--- config.mk ---
export PLATFORM = sky130hd
export DESIGN_NAME = diagnosis_result_output_encoder_core
export DESIGN_NICKNAME = d
export VERILOG_FILES = /design/src/rtl/droe_pkg.sv /design/src/rtl/droe_ctrl.sv /design/src/rtl/droe_datapath.sv /design/src/rtl/diagnosis_result_output_encoder_core.sv
export SDC_FILE = /design/constraint.sdc
export NUM_CORES = 2
export LEC_CHECK = 0
export BUFFER_PORTS_ARGS = -buffer_cell sky130_fd_sc_hd__buf_2
export CORE_AREA = 4 4 329 331
export CTS_CLUSTER_SIZE = 8
export DETAILED_ROUTE_END_ITERATION = 8
export DIE_AREA = 0 0 333 335
export MAX_ROUTING_LAYER = met4
export PLACE_DENSITY = 0.53
export SYNTH_ARGS = -nofsm -noshare
export SYNTH_HDL_FRONTEND = slang
export SYNTH_HIERARCHICAL = 1
export SYNTH_SLANG_ARGS = --single-unit
--- constraint.sdc ---
create_clock -name aclk -period 11.85 [get_ports aclk]
set_clock_uncertainty 0.15 [all_clocks]
set_input_delay 2.37 -clock aclk [delete_from_list [all_inputs] [get_ports aclk]]
set_output_delay 2.37 -clock aclk [all_outputs]
set_load 0.005 [all_outputs]
--- src/rtl/droe_pkg.sv ---
`timescale 1ns / 1ps
// ----------------------------------------------------------------------------
// Diagnosis result output encoder package
// Shared types, constants and a lookup function for the encoder core.
// ----------------------------------------------------------------------------
package droe_pkg;

    // Frame geometry
    localparam int FRAME_BYTES = 8;
    localparam int IDX_W       = $clog2(FRAME_BYTES);
    localparam logic [IDX_W-1:0] LAST_IDX = IDX_W'(FRAME_BYTES - 1);

    // Command opcodes
    localparam logic [1:0] OP_PUBLISH   = 2'd0;
    localparam logic [1:0] OP_STANDBY   = 2'd1;
    localparam logic [1:0] OP_POWER_OFF = 2'd2;
    localparam logic [1:0] OP_SHUTDOWN  = 2'd3;

    // Configuration register indexes
    localparam logic [2:0] CFG_RATED_NORMAL = 3'd0;
    localparam logic [2:0] CFG_RATED_BALL   = 3'd1;
    localparam logic [2:0] CFG_RATED_CAGE   = 3'd2;
    localparam logic [2:0] CFG_RATED_OUTER  = 3'd3;
    localparam logic [2:0] CFG_DUTY_SLOPE   = 3'd4;
    localparam logic [2:0] CFG_DUTY_ICPT    = 3'd5;

    // Configuration reset values
    localparam logic [10:0] RATED_NORMAL_RST = 11'd1100;
    localparam logic [10:0] RATED_BALL_RST   = 11'd1400;
    localparam logic [10:0] RATED_CAGE_RST   = 11'd1700;
    localparam logic [10:0] RATED_OUTER_RST  = 11'd2000;
    localparam logic [19:0] DUTY_SLOPE_RST   = 20'd126532;
    localparam logic [20:0] DUTY_ICPT_RST    = 21'd999244;

    // Frame bytes
    localparam logic [7:0] SYNC0           = 8'h55;
    localparam logic [7:0] SYNC1           = 8'hAA;
    localparam logic [7:0] TYPE_RESULT     = 8'h02;
    localparam logic [7:0] TYPE_STATUS     = 8'h01;
    localparam logic [7:0] CLASS_STANDBY   = 8'h05;
    localparam logic [7:0] CLASS_POWER_OFF = 8'hFF;
    localparam logic [7:0] LEDS_OFF        = 8'hFF;

    // Current and duty constants (centi-mA, millionths)
    localparam logic [10:0] CUR_MIN    = 11'd400;
    localparam logic [10:0] CUR_MAX    = 11'd2000;
    localparam logic [10:0] CUR_BASE   = 11'd800;
    localparam logic [10:0] CUR_FAIL   = 11'd500;
    localparam logic [13:0] CONF_FULL  = 14'd10000;
    localparam logic [19:0] DUTY_FULL  = 20'd1000000;
    localparam logic [19:0] DUTY_RST   = 20'd801538;
    localparam logic [23:0] ROUND_HALF = 24'd5000;

    // floor(2^37 / 10000): quotient estimate is exact or one low
    localparam int          RECIP_SHIFT = 37;
    localparam logic [23:0] RECIP_K     = 24'd13743895;
    // ceil(2^19 / 100): exact split of an 11-bit centi value into mA
    localparam logic [12:0] HUND_K      = 13'd5243;

    // Controller states
    typedef enum logic [2:0] {
        ST_IDLE,
        ST_MULT,
        ST_RECIP,
        ST_QMUL,
        ST_ROUND,
        ST_DMUL,
        ST_DFIN,
        ST_SEND
    } state_t;

    // Controller to datapath
    typedef struct packed {
        logic             load;
        logic             mult;
        logic             recip;
        logic             qmul;
        logic             round;
        logic             dmul;
        logic             dfin;
        logic [IDX_W-1:0] idx;
    } dp_cmd_t;

    // Datapath to controller
    typedef struct packed {
        logic skip;   // repeated power-off, no words
        logic last;   // current word closes the command
    } dp_status_t;

    // Active-low LED pattern per valid class, invalid lights bit 6 only
    function automatic logic [7:0] leds_for(input logic [7:0] cls);
        logic [7:0] leds;
        case (cls)
            8'd0:    leds = 8'hFE;
            8'd1:    leds = 8'h2F;
            8'd2:    leds = 8'h37;
            8'd3:    leds = 8'h3D;
            default: leds = 8'hBF;
        endcase
        return leds;
    endfunction

endpackage

--- src/rtl/droe_ctrl.sv ---
`timescale 1ns / 1ps
// ----------------------------------------------------------------------------
// Encoder controller
// Sequences the arithmetic steps of one command and serializes its frame.
// ----------------------------------------------------------------------------
module droe_ctrl (
    input  logic                 aclk,
    input  logic                 aresetn,
    input  logic                 s_valid,
    output logic                 s_ready,
    output logic                 m_valid,
    input  logic                 m_ready,
    input  droe_pkg::dp_status_t status,
    output droe_pkg::dp_cmd_t    cmd
);

    droe_pkg::state_t                 state_reg, state_next;
    logic [droe_pkg::IDX_W-1:0]       idx_reg, idx_next;

    // State and word counter
    always_ff @(posedge aclk) begin
        if (!aresetn) begin
            state_reg <= droe_pkg::ST_IDLE;
            idx_reg   <= '0;
        end else begin
            state_reg <= state_next;
            idx_reg   <= idx_next;
        end
    end

    // Next state
    always_comb begin
        state_next = state_reg;
        idx_next   = idx_reg;
        case (state_reg)
            droe_pkg::ST_IDLE: begin
                if (s_valid && !status.skip) begin
                    state_next = droe_pkg::ST_MULT;
                end
            end
            droe_pkg::ST_MULT:  state_next = droe_pkg::ST_RECIP;
            droe_pkg::ST_RECIP: state_next = droe_pkg::ST_QMUL;
            droe_pkg::ST_QMUL:  state_next = droe_pkg::ST_ROUND;
            droe_pkg::ST_ROUND: state_next = droe_pkg::ST_DMUL;
            droe_pkg::ST_DMUL:  state_next = droe_pkg::ST_DFIN;
            droe_pkg::ST_DFIN:  state_next = droe_pkg::ST_SEND;
            droe_pkg::ST_SEND: begin
                if (m_ready) begin
                    if (status.last) begin
                        state_next = droe_pkg::ST_IDLE;
                        idx_next   = '0;
                    end else begin
                        idx_next = idx_reg + 1'b1;
                    end
                end
            end
            default: state_next = droe_pkg::ST_IDLE;
        endcase
    end

    // Outputs
    always_comb begin
        cmd       = '0;
        cmd.idx   = idx_reg;
        s_ready   = 1'b0;
        m_valid   = 1'b0;
        case (state_reg)
            droe_pkg::ST_IDLE: begin
                s_ready  = 1'b1;
                cmd.load = s_valid;
            end
            droe_pkg::ST_MULT:  cmd.mult  = 1'b1;
            droe_pkg::ST_RECIP: cmd.recip = 1'b1;
            droe_pkg::ST_QMUL:  cmd.qmul  = 1'b1;
            droe_pkg::ST_ROUND: cmd.round = 1'b1;
            droe_pkg::ST_DMUL:  cmd.dmul  = 1'b1;
            droe_pkg::ST_DFIN:  cmd.dfin  = 1'b1;
            droe_pkg::ST_SEND:  m_valid   = 1'b1;
            default: ;
        endcase
    end

endmodule

--- src/rtl/droe_datapath.sv ---
`timescale 1ns / 1ps
// ----------------------------------------------------------------------------
// Encoder datapath
// Config registers, current mapping, duty computation and frame assembly.
// ----------------------------------------------------------------------------
module droe_datapath (
    input  logic                 aclk,
    input  logic                 aresetn,
    input  logic                 cfg_wr_en,
    input  logic [2:0]           cfg_index,
    input  logic [20:0]          cfg_data,
    input  logic [1:0]           s_opcode,
    input  logic [7:0]           s_class_id,
    input  logic [15:0]          s_confidence,
    input  droe_pkg::dp_cmd_t    cmd,
    output droe_pkg::dp_status_t status,
    output logic [7:0]           m_frame_byte,
    output logic                 m_frame_valid,
    output logic                 m_last_byte,
    output logic [19:0]          m_pwm_duty,
    output logic [10:0]          m_loop_current_centi,
    output logic                 m_relay_on,
    output logic [7:0]           m_led_lines
);

    // Configuration
    logic [10:0] rated_normal_reg, rated_ball_reg, rated_cage_reg, rated_outer_reg;
    logic [19:0] slope_reg;
    logic [20:0] icpt_reg;

    // Command capture and held outputs
    logic [1:0]  op_reg;
    logic [7:0]  cls_reg;
    logic [13:0] conf_reg;
    logic        latch_reg;
    logic [19:0] duty_reg;
    logic        relay_reg;
    logic [7:0]  leds_reg;

    // Arithmetic pipeline registers
    logic signed [25:0] delta_reg;
    logic        neg_reg;
    logic [23:0] m_reg;
    logic [47:0] prod_reg;
    logic [10:0] qest_reg;
    logic [23:0] qm_reg;
    logic [10:0] centi_reg;
    logic [7:0]  type_reg;
    logic [7:0]  clsb_reg;
    logic [13:0] confo_reg;
    logic [30:0] dprod_reg;
    logic [4:0]  hq_reg;
    logic [6:0]  rem_reg;

    // Combinational intermediates
    logic [13:0]        conf_sat;
    logic [10:0]        rated_sel;
    logic signed [11:0] diff;
    logic signed [25:0] delta;
    logic [23:0]        mag;
    logic [23:0]        m_val;
    logic [24:0]        qm_full;
    logic [23:0]        rem_big;
    logic [10:0]        q_val;
    logic [10:0]        pub_centi;
    logic               class_ok;
    logic [10:0]        cc;
    logic [30:0]        dprod;
    logic [23:0]        hprod;
    logic [22:0]        sub;
    logic [20:0]        dif;
    logic [19:0]        duty_val;
    logic [10:0]        hq100;
    logic [10:0]        rem_full;
    logic [7:0]         frame_sel;
    logic               single;

    // Configuration writes
    always_ff @(posedge aclk) begin
        if (!aresetn) begin
            rated_normal_reg <= droe_pkg::RATED_NORMAL_RST;
            rated_ball_reg   <= droe_pkg::RATED_BALL_RST;
            rated_cage_reg   <= droe_pkg::RATED_CAGE_RST;
            rated_outer_reg  <= droe_pkg::RATED_OUTER_RST;
            slope_reg        <= droe_pkg::DUTY_SLOPE_RST;
            icpt_reg         <= droe_pkg::DUTY_ICPT_RST;
        end else if (cfg_wr_en) begin
            case (cfg_index)
                droe_pkg::CFG_RATED_NORMAL: rated_normal_reg <= cfg_data[10:0];
                droe_pkg::CFG_RATED_BALL:   rated_ball_reg   <= cfg_data[10:0];
                droe_pkg::CFG_RATED_CAGE:   rated_cage_reg   <= cfg_data[10:0];
                droe_pkg::CFG_RATED_OUTER:  rated_outer_reg  <= cfg_data[10:0];
                droe_pkg::CFG_DUTY_SLOPE:   slope_reg        <= cfg_data[19:0];
                droe_pkg::CFG_DUTY_ICPT:    icpt_reg         <= cfg_data;
                default: ;
            endcase
        end
    end

    // Input capture and power-off latch
    assign conf_sat = (s_confidence > 16'(droe_pkg::CONF_FULL)) ?
                      droe_pkg::CONF_FULL : s_confidence[13:0];

    always_ff @(posedge aclk) begin
        if (!aresetn) begin
            latch_reg <= 1'b0;
        end else if (cmd.load && (s_opcode == droe_pkg::OP_POWER_OFF)) begin
            latch_reg <= 1'b1;
        end
    end

    always_ff @(posedge aclk) begin
        if (cmd.load) begin
            op_reg   <= s_opcode;
            cls_reg  <= s_class_id;
            conf_reg <= conf_sat;
        end
    end

    // Signed offset from the 8 mA base times confidence
    always_comb begin
        case (cls_reg[1:0])
            2'd0:    rated_sel = rated_normal_reg;
            2'd1:    rated_sel = rated_ball_reg;
            2'd2:    rated_sel = rated_cage_reg;
            default: rated_sel = rated_outer_reg;
        endcase
        diff  = $signed({1'b0, rated_sel}) - $signed({1'b0, droe_pkg::CUR_BASE});
        delta = diff * $signed({1'b0, conf_reg});
    end

    always_ff @(posedge aclk) begin
        if (cmd.mult) begin
            delta_reg <= delta;
        end
    end

    // Magnitude plus half, times reciprocal of 10000
    assign mag   = delta_reg[25] ? 24'(-delta_reg) : delta_reg[23:0];
    assign m_val = mag + droe_pkg::ROUND_HALF;

    always_ff @(posedge aclk) begin
        if (cmd.recip) begin
            neg_reg  <= delta_reg[25];
            m_reg    <= m_val;
            prod_reg <= m_val * droe_pkg::RECIP_K;
        end
    end

    // Quotient estimate and its back-multiply
    assign qm_full = prod_reg[47:droe_pkg::RECIP_SHIFT] * 14'd10000;

    always_ff @(posedge aclk) begin
        if (cmd.qmul) begin
            qest_reg <= prod_reg[47:droe_pkg::RECIP_SHIFT];
            qm_reg   <= qm_full[23:0];
        end
    end

    // Correct the estimate and pick the command's current and frame fields
    assign rem_big   = m_reg - qm_reg;
    assign q_val     = qest_reg + ((rem_big >= 24'd10000) ? 11'd1 : 11'd0);
    assign pub_centi = neg_reg ? (droe_pkg::CUR_BASE - q_val)
                               : (droe_pkg::CUR_BASE + q_val);
    assign class_ok  = (cls_reg[7:2] == 6'd0);

    always_ff @(posedge aclk) begin
        if (!aresetn) begin
            relay_reg <= 1'b0;
            leds_reg  <= droe_pkg::LEDS_OFF;
        end else if (cmd.round) begin
            case (op_reg)
                droe_pkg::OP_PUBLISH: begin
                    relay_reg <= (cls_reg != 8'd0);
                    leds_reg  <= droe_pkg::leds_for(cls_reg);
                end
                default: begin
                    relay_reg <= 1'b0;
                    leds_reg  <= droe_pkg::LEDS_OFF;
                end
            endcase
        end
    end

    always_ff @(posedge aclk) begin
        if (cmd.round) begin
            case (op_reg)
                droe_pkg::OP_PUBLISH: begin
                    centi_reg <= class_ok ? pub_centi : droe_pkg::CUR_FAIL;
                    type_reg  <= droe_pkg::TYPE_RESULT;
                    clsb_reg  <= cls_reg;
                    confo_reg <= conf_reg;
                end
                droe_pkg::OP_STANDBY: begin
                    centi_reg <= droe_pkg::CUR_FAIL;
                    type_reg  <= droe_pkg::TYPE_STATUS;
                    clsb_reg  <= droe_pkg::CLASS_STANDBY;
                    confo_reg <= '0;
                end
                droe_pkg::OP_POWER_OFF: begin
                    centi_reg <= droe_pkg::CUR_MIN;
                    type_reg  <= droe_pkg::TYPE_STATUS;
                    clsb_reg  <= droe_pkg::CLASS_POWER_OFF;
                    confo_reg <= '0;
                end
                default: begin
                    centi_reg <= droe_pkg::CUR_MIN;
                    type_reg  <= droe_pkg::TYPE_STATUS;
                    clsb_reg  <= '0;
                    confo_reg <= '0;
                end
            endcase
        end
    end

    // Duty product on the clamped current, mA split of the current
    assign cc    = (centi_reg < droe_pkg::CUR_MIN) ? droe_pkg::CUR_MIN :
                   (centi_reg > droe_pkg::CUR_MAX) ? droe_pkg::CUR_MAX : centi_reg;
    assign dprod = slope_reg * cc + 31'd128;
    assign hprod = centi_reg * droe_pkg::HUND_K;

    always_ff @(posedge aclk) begin
        if (cmd.dmul) begin
            dprod_reg <= dprod;
            hq_reg    <= hprod[23:19];
        end
    end

    // Duty subtract, floor at zero, cap at full scale; centi-mA remainder
    assign sub      = dprod_reg[30:8];
    assign dif      = icpt_reg - sub[20:0];
    assign duty_val = (sub >= {2'b00, icpt_reg})        ? 20'd0 :
                      (dif > 21'(droe_pkg::DUTY_FULL))  ? droe_pkg::DUTY_FULL :
                                                          dif[19:0];
    assign hq100    = 11'(hq_reg * 7'd100);
    assign rem_full = centi_reg - hq100;

    always_ff @(posedge aclk) begin
        if (!aresetn) begin
            duty_reg <= droe_pkg::DUTY_RST;
        end else if (cmd.dfin) begin
            duty_reg <= duty_val;
        end
    end

    always_ff @(posedge aclk) begin
        if (cmd.dfin) begin
            rem_reg <= rem_full[6:0];
        end
    end

    // Frame word select
    always_comb begin
        case (cmd.idx)
            3'd0:    frame_sel = droe_pkg::SYNC0;
            3'd1:    frame_sel = droe_pkg::SYNC1;
            3'd2:    frame_sel = type_reg;
            3'd3:    frame_sel = clsb_reg;
            3'd4:    frame_sel = {2'b00, confo_reg[13:8]};
            3'd5:    frame_sel = confo_reg[7:0];
            3'd6:    frame_sel = {3'b000, hq_reg};
            default: frame_sel = {1'b0, rem_reg};
        endcase
    end

    assign single = (op_reg == droe_pkg::OP_SHUTDOWN);

    assign status.skip = (s_opcode == droe_pkg::OP_POWER_OFF) && latch_reg;
    assign status.last = single || (cmd.idx == droe_pkg::LAST_IDX);

    assign m_frame_byte         = single ? 8'd0 : frame_sel;
    assign m_frame_valid        = !single;
    assign m_last_byte          = status.last;
    assign m_pwm_duty           = duty_reg;
    assign m_loop_current_centi = centi_reg;
    assign m_relay_on           = relay_reg;
    assign m_led_lines          = leds_reg;

endmodule

--- src/rtl/diagnosis_result_output_encoder_core.sv ---
`timescale 1ns / 1ps
// ----------------------------------------------------------------------------
// Diagnosis result output encoder core
// Maps a diagnosis command to loop current, PWM duty, relay and LEDs, and
// sends the matching eight-word status frame.
// ----------------------------------------------------------------------------
// Usage:
//   s_* channel takes one command word (opcode, class, confidence) per
//   valid/ready handshake. m_* channel returns one frame word per handshake,
//   eight words per publish, standby or first power-off command, with the
//   held duty, current, relay and LED state on every word. Shutdown returns
//   a single word with m_frame_valid low. A repeated power-off returns none.
//   The first word is shown once the command has passed six arithmetic
//   steps (MULT, RECIP, QMUL, ROUND, DMUL, DFIN) on one shared datapath.
//   s_ready is high only between commands. m_ready low simply holds the
//   current word; nothing is dropped. cfg_wr_en writes register cfg_index
//   from cfg_data; the user is to write only when idle, which the block
//   itself does not enforce. Reset (aresetn low, synchronous) restores
//   register defaults, clears the power-off latch and sets duty, relay and
//   LEDs to the 4 mA safe state; the loop current output is not reset.
// ----------------------------------------------------------------------------
module diagnosis_result_output_encoder_core (
    input  logic        aclk,
    input  logic        aresetn,
    input  logic        cfg_wr_en,
    input  logic [2:0]  cfg_index,
    input  logic [20:0] cfg_data,
    input  logic        s_valid,
    output logic        s_ready,
    input  logic [1:0]  s_opcode,
    input  logic [7:0]  s_class_id,
    input  logic [15:0] s_confidence,
    output logic        m_valid,
    input  logic        m_ready,
    output logic [7:0]  m_frame_byte,
    output logic        m_frame_valid,
    output logic        m_last_byte,
    output logic [19:0] m_pwm_duty,
    output logic [10:0] m_loop_current_centi,
    output logic        m_relay_on,
    output logic [7:0]  m_led_lines
);

    droe_pkg::dp_cmd_t    cmd;
    droe_pkg::dp_status_t status;

    // Sequencer
    droe_ctrl u_ctrl (
        .aclk    (aclk),
        .aresetn (aresetn),
        .s_valid (s_valid),
        .s_ready (s_ready),
        .m_valid (m_valid),
        .m_ready (m_ready),
        .status  (status),
        .cmd     (cmd)
    );

    // Arithmetic and frame assembly
    droe_datapath u_dp (
        .aclk                 (aclk),
        .aresetn              (aresetn),
        .cfg_wr_en            (cfg_wr_en),
        .cfg_index            (cfg_index),
        .cfg_data             (cfg_data),
        .s_opcode             (s_opcode),
        .s_class_id           (s_class_id),
        .s_confidence         (s_confidence),
        .cmd                  (cmd),
        .status               (status),
        .m_frame_byte         (m_frame_byte),
        .m_frame_valid        (m_frame_valid),
        .m_last_byte          (m_last_byte),
        .m_pwm_duty           (m_pwm_duty),
        .m_loop_current_centi (m_loop_current_centi),
        .m_relay_on           (m_relay_on),
        .m_led_lines          (m_led_lines)
    );

endmodule

==> qor.csv <==
stage;metric;value;unit
status;outcome;finished, final reports clean;
global_routing;initial antenna violation count;10;
finish;# nets final;5708;
sta;crit path time final;10430;ps
logic_synthesis;simple-gate area share of the yosys netlist;0.1295;
logic_synthesis;post-synthesis compound-gate area fraction;0.08340;
logic_synthesis;Synth Area per Inst;9.469;sq um
logic_synthesis;async set or reset register ratio after synthesis;0;
placed_design;Buffers on Ports;104;
logic_synthesis;Mapped Area;41890;sq um
logic_synthesis;Synth Area in XOR/XNOR;0.04233;
cts;post_cts resized;0;
detailed_routing;via density per instance;4.921;
cts;Setup Fix Bufs, Post-CTS;0;
worst_setup_path;FF-to-FF Start;u_dp/delta_reg[0];
logic_synthesis;post-synth top area share;0.2715;
sta;fin. max-slew vios;0;
global_routing;largest net degree at the start of global routing;95;
cts;Max clock buf depth;3;
cts;Worst-Skew Late Latency;610;ps
worst_setup_path;Critical Path Max Stage Delay;540;ps
logic_synthesis;Yosys Warn Count;6;
logic_synthesis;top post-synthesis cells by area;fa_1 (27%), ha_1 (18%), edfxtp_1 (13%), inv_1 (8.6%), dfxtp_1 (5.7%);
detailed_routing;drt total wl;105200;um
sta;Worst-Margin Slew;1173;ps
global_routing;total gr overflow;0;
floorplan;core area;105100;sq um
logic_synthesis;Post-Syn Instances;4424;
sta;Hold Violations, Final;0;
logic_synthesis;adder-cell share of the synthesized area;0.4534;
logic_synthesis;top cells by instance count after synthesis;inv_1 (957), ha_1 (609), fa_1 (568);
logic_synthesis;register area share after synthesis;0.1845;
cts;clk root buf;clkbuf_16;
sta;setup_tns;0;ps
finish;register area;7727;sq um
worst_setup_path;Reg2Reg Depth;37;
logic_synthesis;ys flop type;edfxtp_1;
worst_setup_path;FF-to-FF End;u_dp/prod_reg[47];
cts;clock transition at the registers of the reported paths;60;ps
finish;Layout area overhead;8.136;%
logic_synthesis;cell with the most instances after synthesis;inv_1;
detailed_routing;drt drc;0;
cts;TritonCTS clock tree;yes;
worst_setup_path;crit path kind;flip-flop to flip-flop;
logic_synthesis;Post-synth EDFFs;178;
worst_setup_path;slowest CP cell;fa_1;
floorplan;die area;111600;sq um
floorplan;row count;119;
min_path;Hold Crit Class;flip-flop to flip-flop;
flow_run;max cap viols;0;
sta;RSZ-0062 raised after global routing;false;
cts;# hold bufs at CTS;0;
detailed_routing;total vias in the final route;29050;
detailed_routing;1st-pass router iterations;5;
sta;Fin Hold WS;301.2;ps
logic_synthesis;leading area contributor after synthesis;fa_1;
worst_setup_path;r2r setup slk;1420;ps
global_routing;first-pass GRT wire length;171100;um
worst_setup_path;critical path endpoint;u_dp/prod_reg[47];
floorplan;Boundary Pins;107;
worst_setup_path;CP Launch Type;flip-flop;
finish;area of the multi-input gates;30050;sq um
finish;ratio of cells with drive above 1 in the final layout;0.05771;
finish;total of fill cells in the finished design;10380;
floorplan;initial core utilization;0.3985;
worst_setup_path;CP arrival;10640;ps
logic_synthesis;largest family of logic cells by synthesized area;adder cells;
sta;fmax;95.84;MHz
logic_synthesis;Yosys cell types;97;
logic_synthesis;mux cell area share after synthesis;0.007856;
floorplan;Die W;333;um
cts;cts bufs inserted;45;
finish;Largest register FFs;25;
logic_synthesis;synthesized flop and latch total;297;
global_routing;total track usage;0.1985;
sta;relative slew slack;0.2164;
global_routing;vias in the first global route;30530;
floorplan;die height;335;um
sta;final setup fails;0;
cts;CTS sink count;297;
detailed_routing;Initial DRC Count;1502;
placed_design;hpwl dp;86560;um
worst_setup_path;CP required;12050;ps
detailed_routing;WL per Instance;17.82;um
placed_design;GP Congestion;0.8766;
worst_setup_path;crit-path most repeated cell;inv_1;
detailed_routing;DRT antenna net count;0;
worst_setup_path;crit-path max FO;14;
worst_setup_path;Worst Setup SP;u_dp/delta_reg[0];
cts;htree depth;2;
worst_setup_path;CP Capture Type;flip-flop;
sta;final period utilization;0.8806;
## per-layer routing
metal	vias up	track usage	share of wire
met3	102	0.02641	0.041
met2	460	0.3120	0.45
met5	-	-	0
met4	0	0.04093	0.020
met1	14280	0.2765	0.48
li1	14210	-	-
## worst max-delay path, delay by kind of cell, from the launching register on
| kind | cells | cell delay (ps) |
|---|---|---|
| compound gates | 11 | 2920 |
| xor+xnor | 2 | 610 |
| fa+ha+maj | 10 | 4130 |
| buf+inv | 8 | 960 |
| flops | 1 | 350 |
| simple gates | 6 | 1070 |
## cell families (layout without fill, tap and decap cells)
family          Yosys count  in the layout
fa+ha+maj              1177           1177
compound gates          520            520
buf+inv                1095           1175
other cells               1              9
xor+xnor                196            196
simple gates           1118           1118
mux                      20             20
flops                   297            297
## cells in the final DEF (no fill, tap or decap), types with 27 or more instances in the layout
cell / netlist / routed
clkbuf_16: 0 / 47
a21oi_1: 127 / 127
fa_1: 568 / 568
and2_1: 155 / 155
nand2_1: 472 / 472
xnor2_1: 122 / 122
buf_4: 6 / 35
edfxtp_1: 178 / 178
o211ai_1: 27 / 27
buf_2: 6 / 103
nor3_1: 49 / 45
a21boi_0: 54 / 54
ha_1: 609 / 609
nor2b_1: 70 / 69
xor2_1: 68 / 68
inv_1: 957 / 957
nand3_1: 72 / 72
a21o_1: 29 / 29
dfxtp_1: 119 / 119
o21ai_0: 104 / 104
nand2b_1: 44 / 44
nor2_1: 148 / 145
## stage by stage
step           cells  setup WS [ps]  utilization  cell area, sq um
5_1_grt         5902          746.5       0.4309             45290
2_1_floorplan   4425           2047            -             41890
3_3_place_gp    5820           1556       0.4176             43900
3_5_place_dp    5820           1400       0.4176             43900
6_report        5903           1415       0.4309             45300
4_1_cts         5896           1377       0.4308             45280
## cell type report
class	instances	area share
multi-input cells	3033	0.6633
flip-flops and latches	297	0.1706
inverters	961	0.07963
well taps	1391	0.03842
clock buffers	71	0.02817
repair buffers	138	0.01718
clock inverters	5	0.002265
diodes	7	0.0003867
## worst min path at each step
stage	startpoint	to	slack, ps	cells after the start
final	u_dp/m_pwm_duty[10]	u_dp/m_pwm_duty[10]	300	2
after floorplan	u_dp/latch_reg	u_dp/latch_reg	280	1
after global routing	u_dp/m_pwm_duty[7]	u_dp/m_pwm_duty[7]	320	2
after global placement	u_dp/m_pwm_duty[10]	u_dp/m_pwm_duty[10]	280	2
after detailed placement	u_dp/m_pwm_duty[10]	u_dp/m_pwm_duty[10]	290	2
after CTS	u_dp/m_pwm_duty[10]	u_dp/m_pwm_duty[10]	300	2
Power is not shown: default switching activity piles up to over one toggle a cycle in this logic, so the estimate is an artifact.
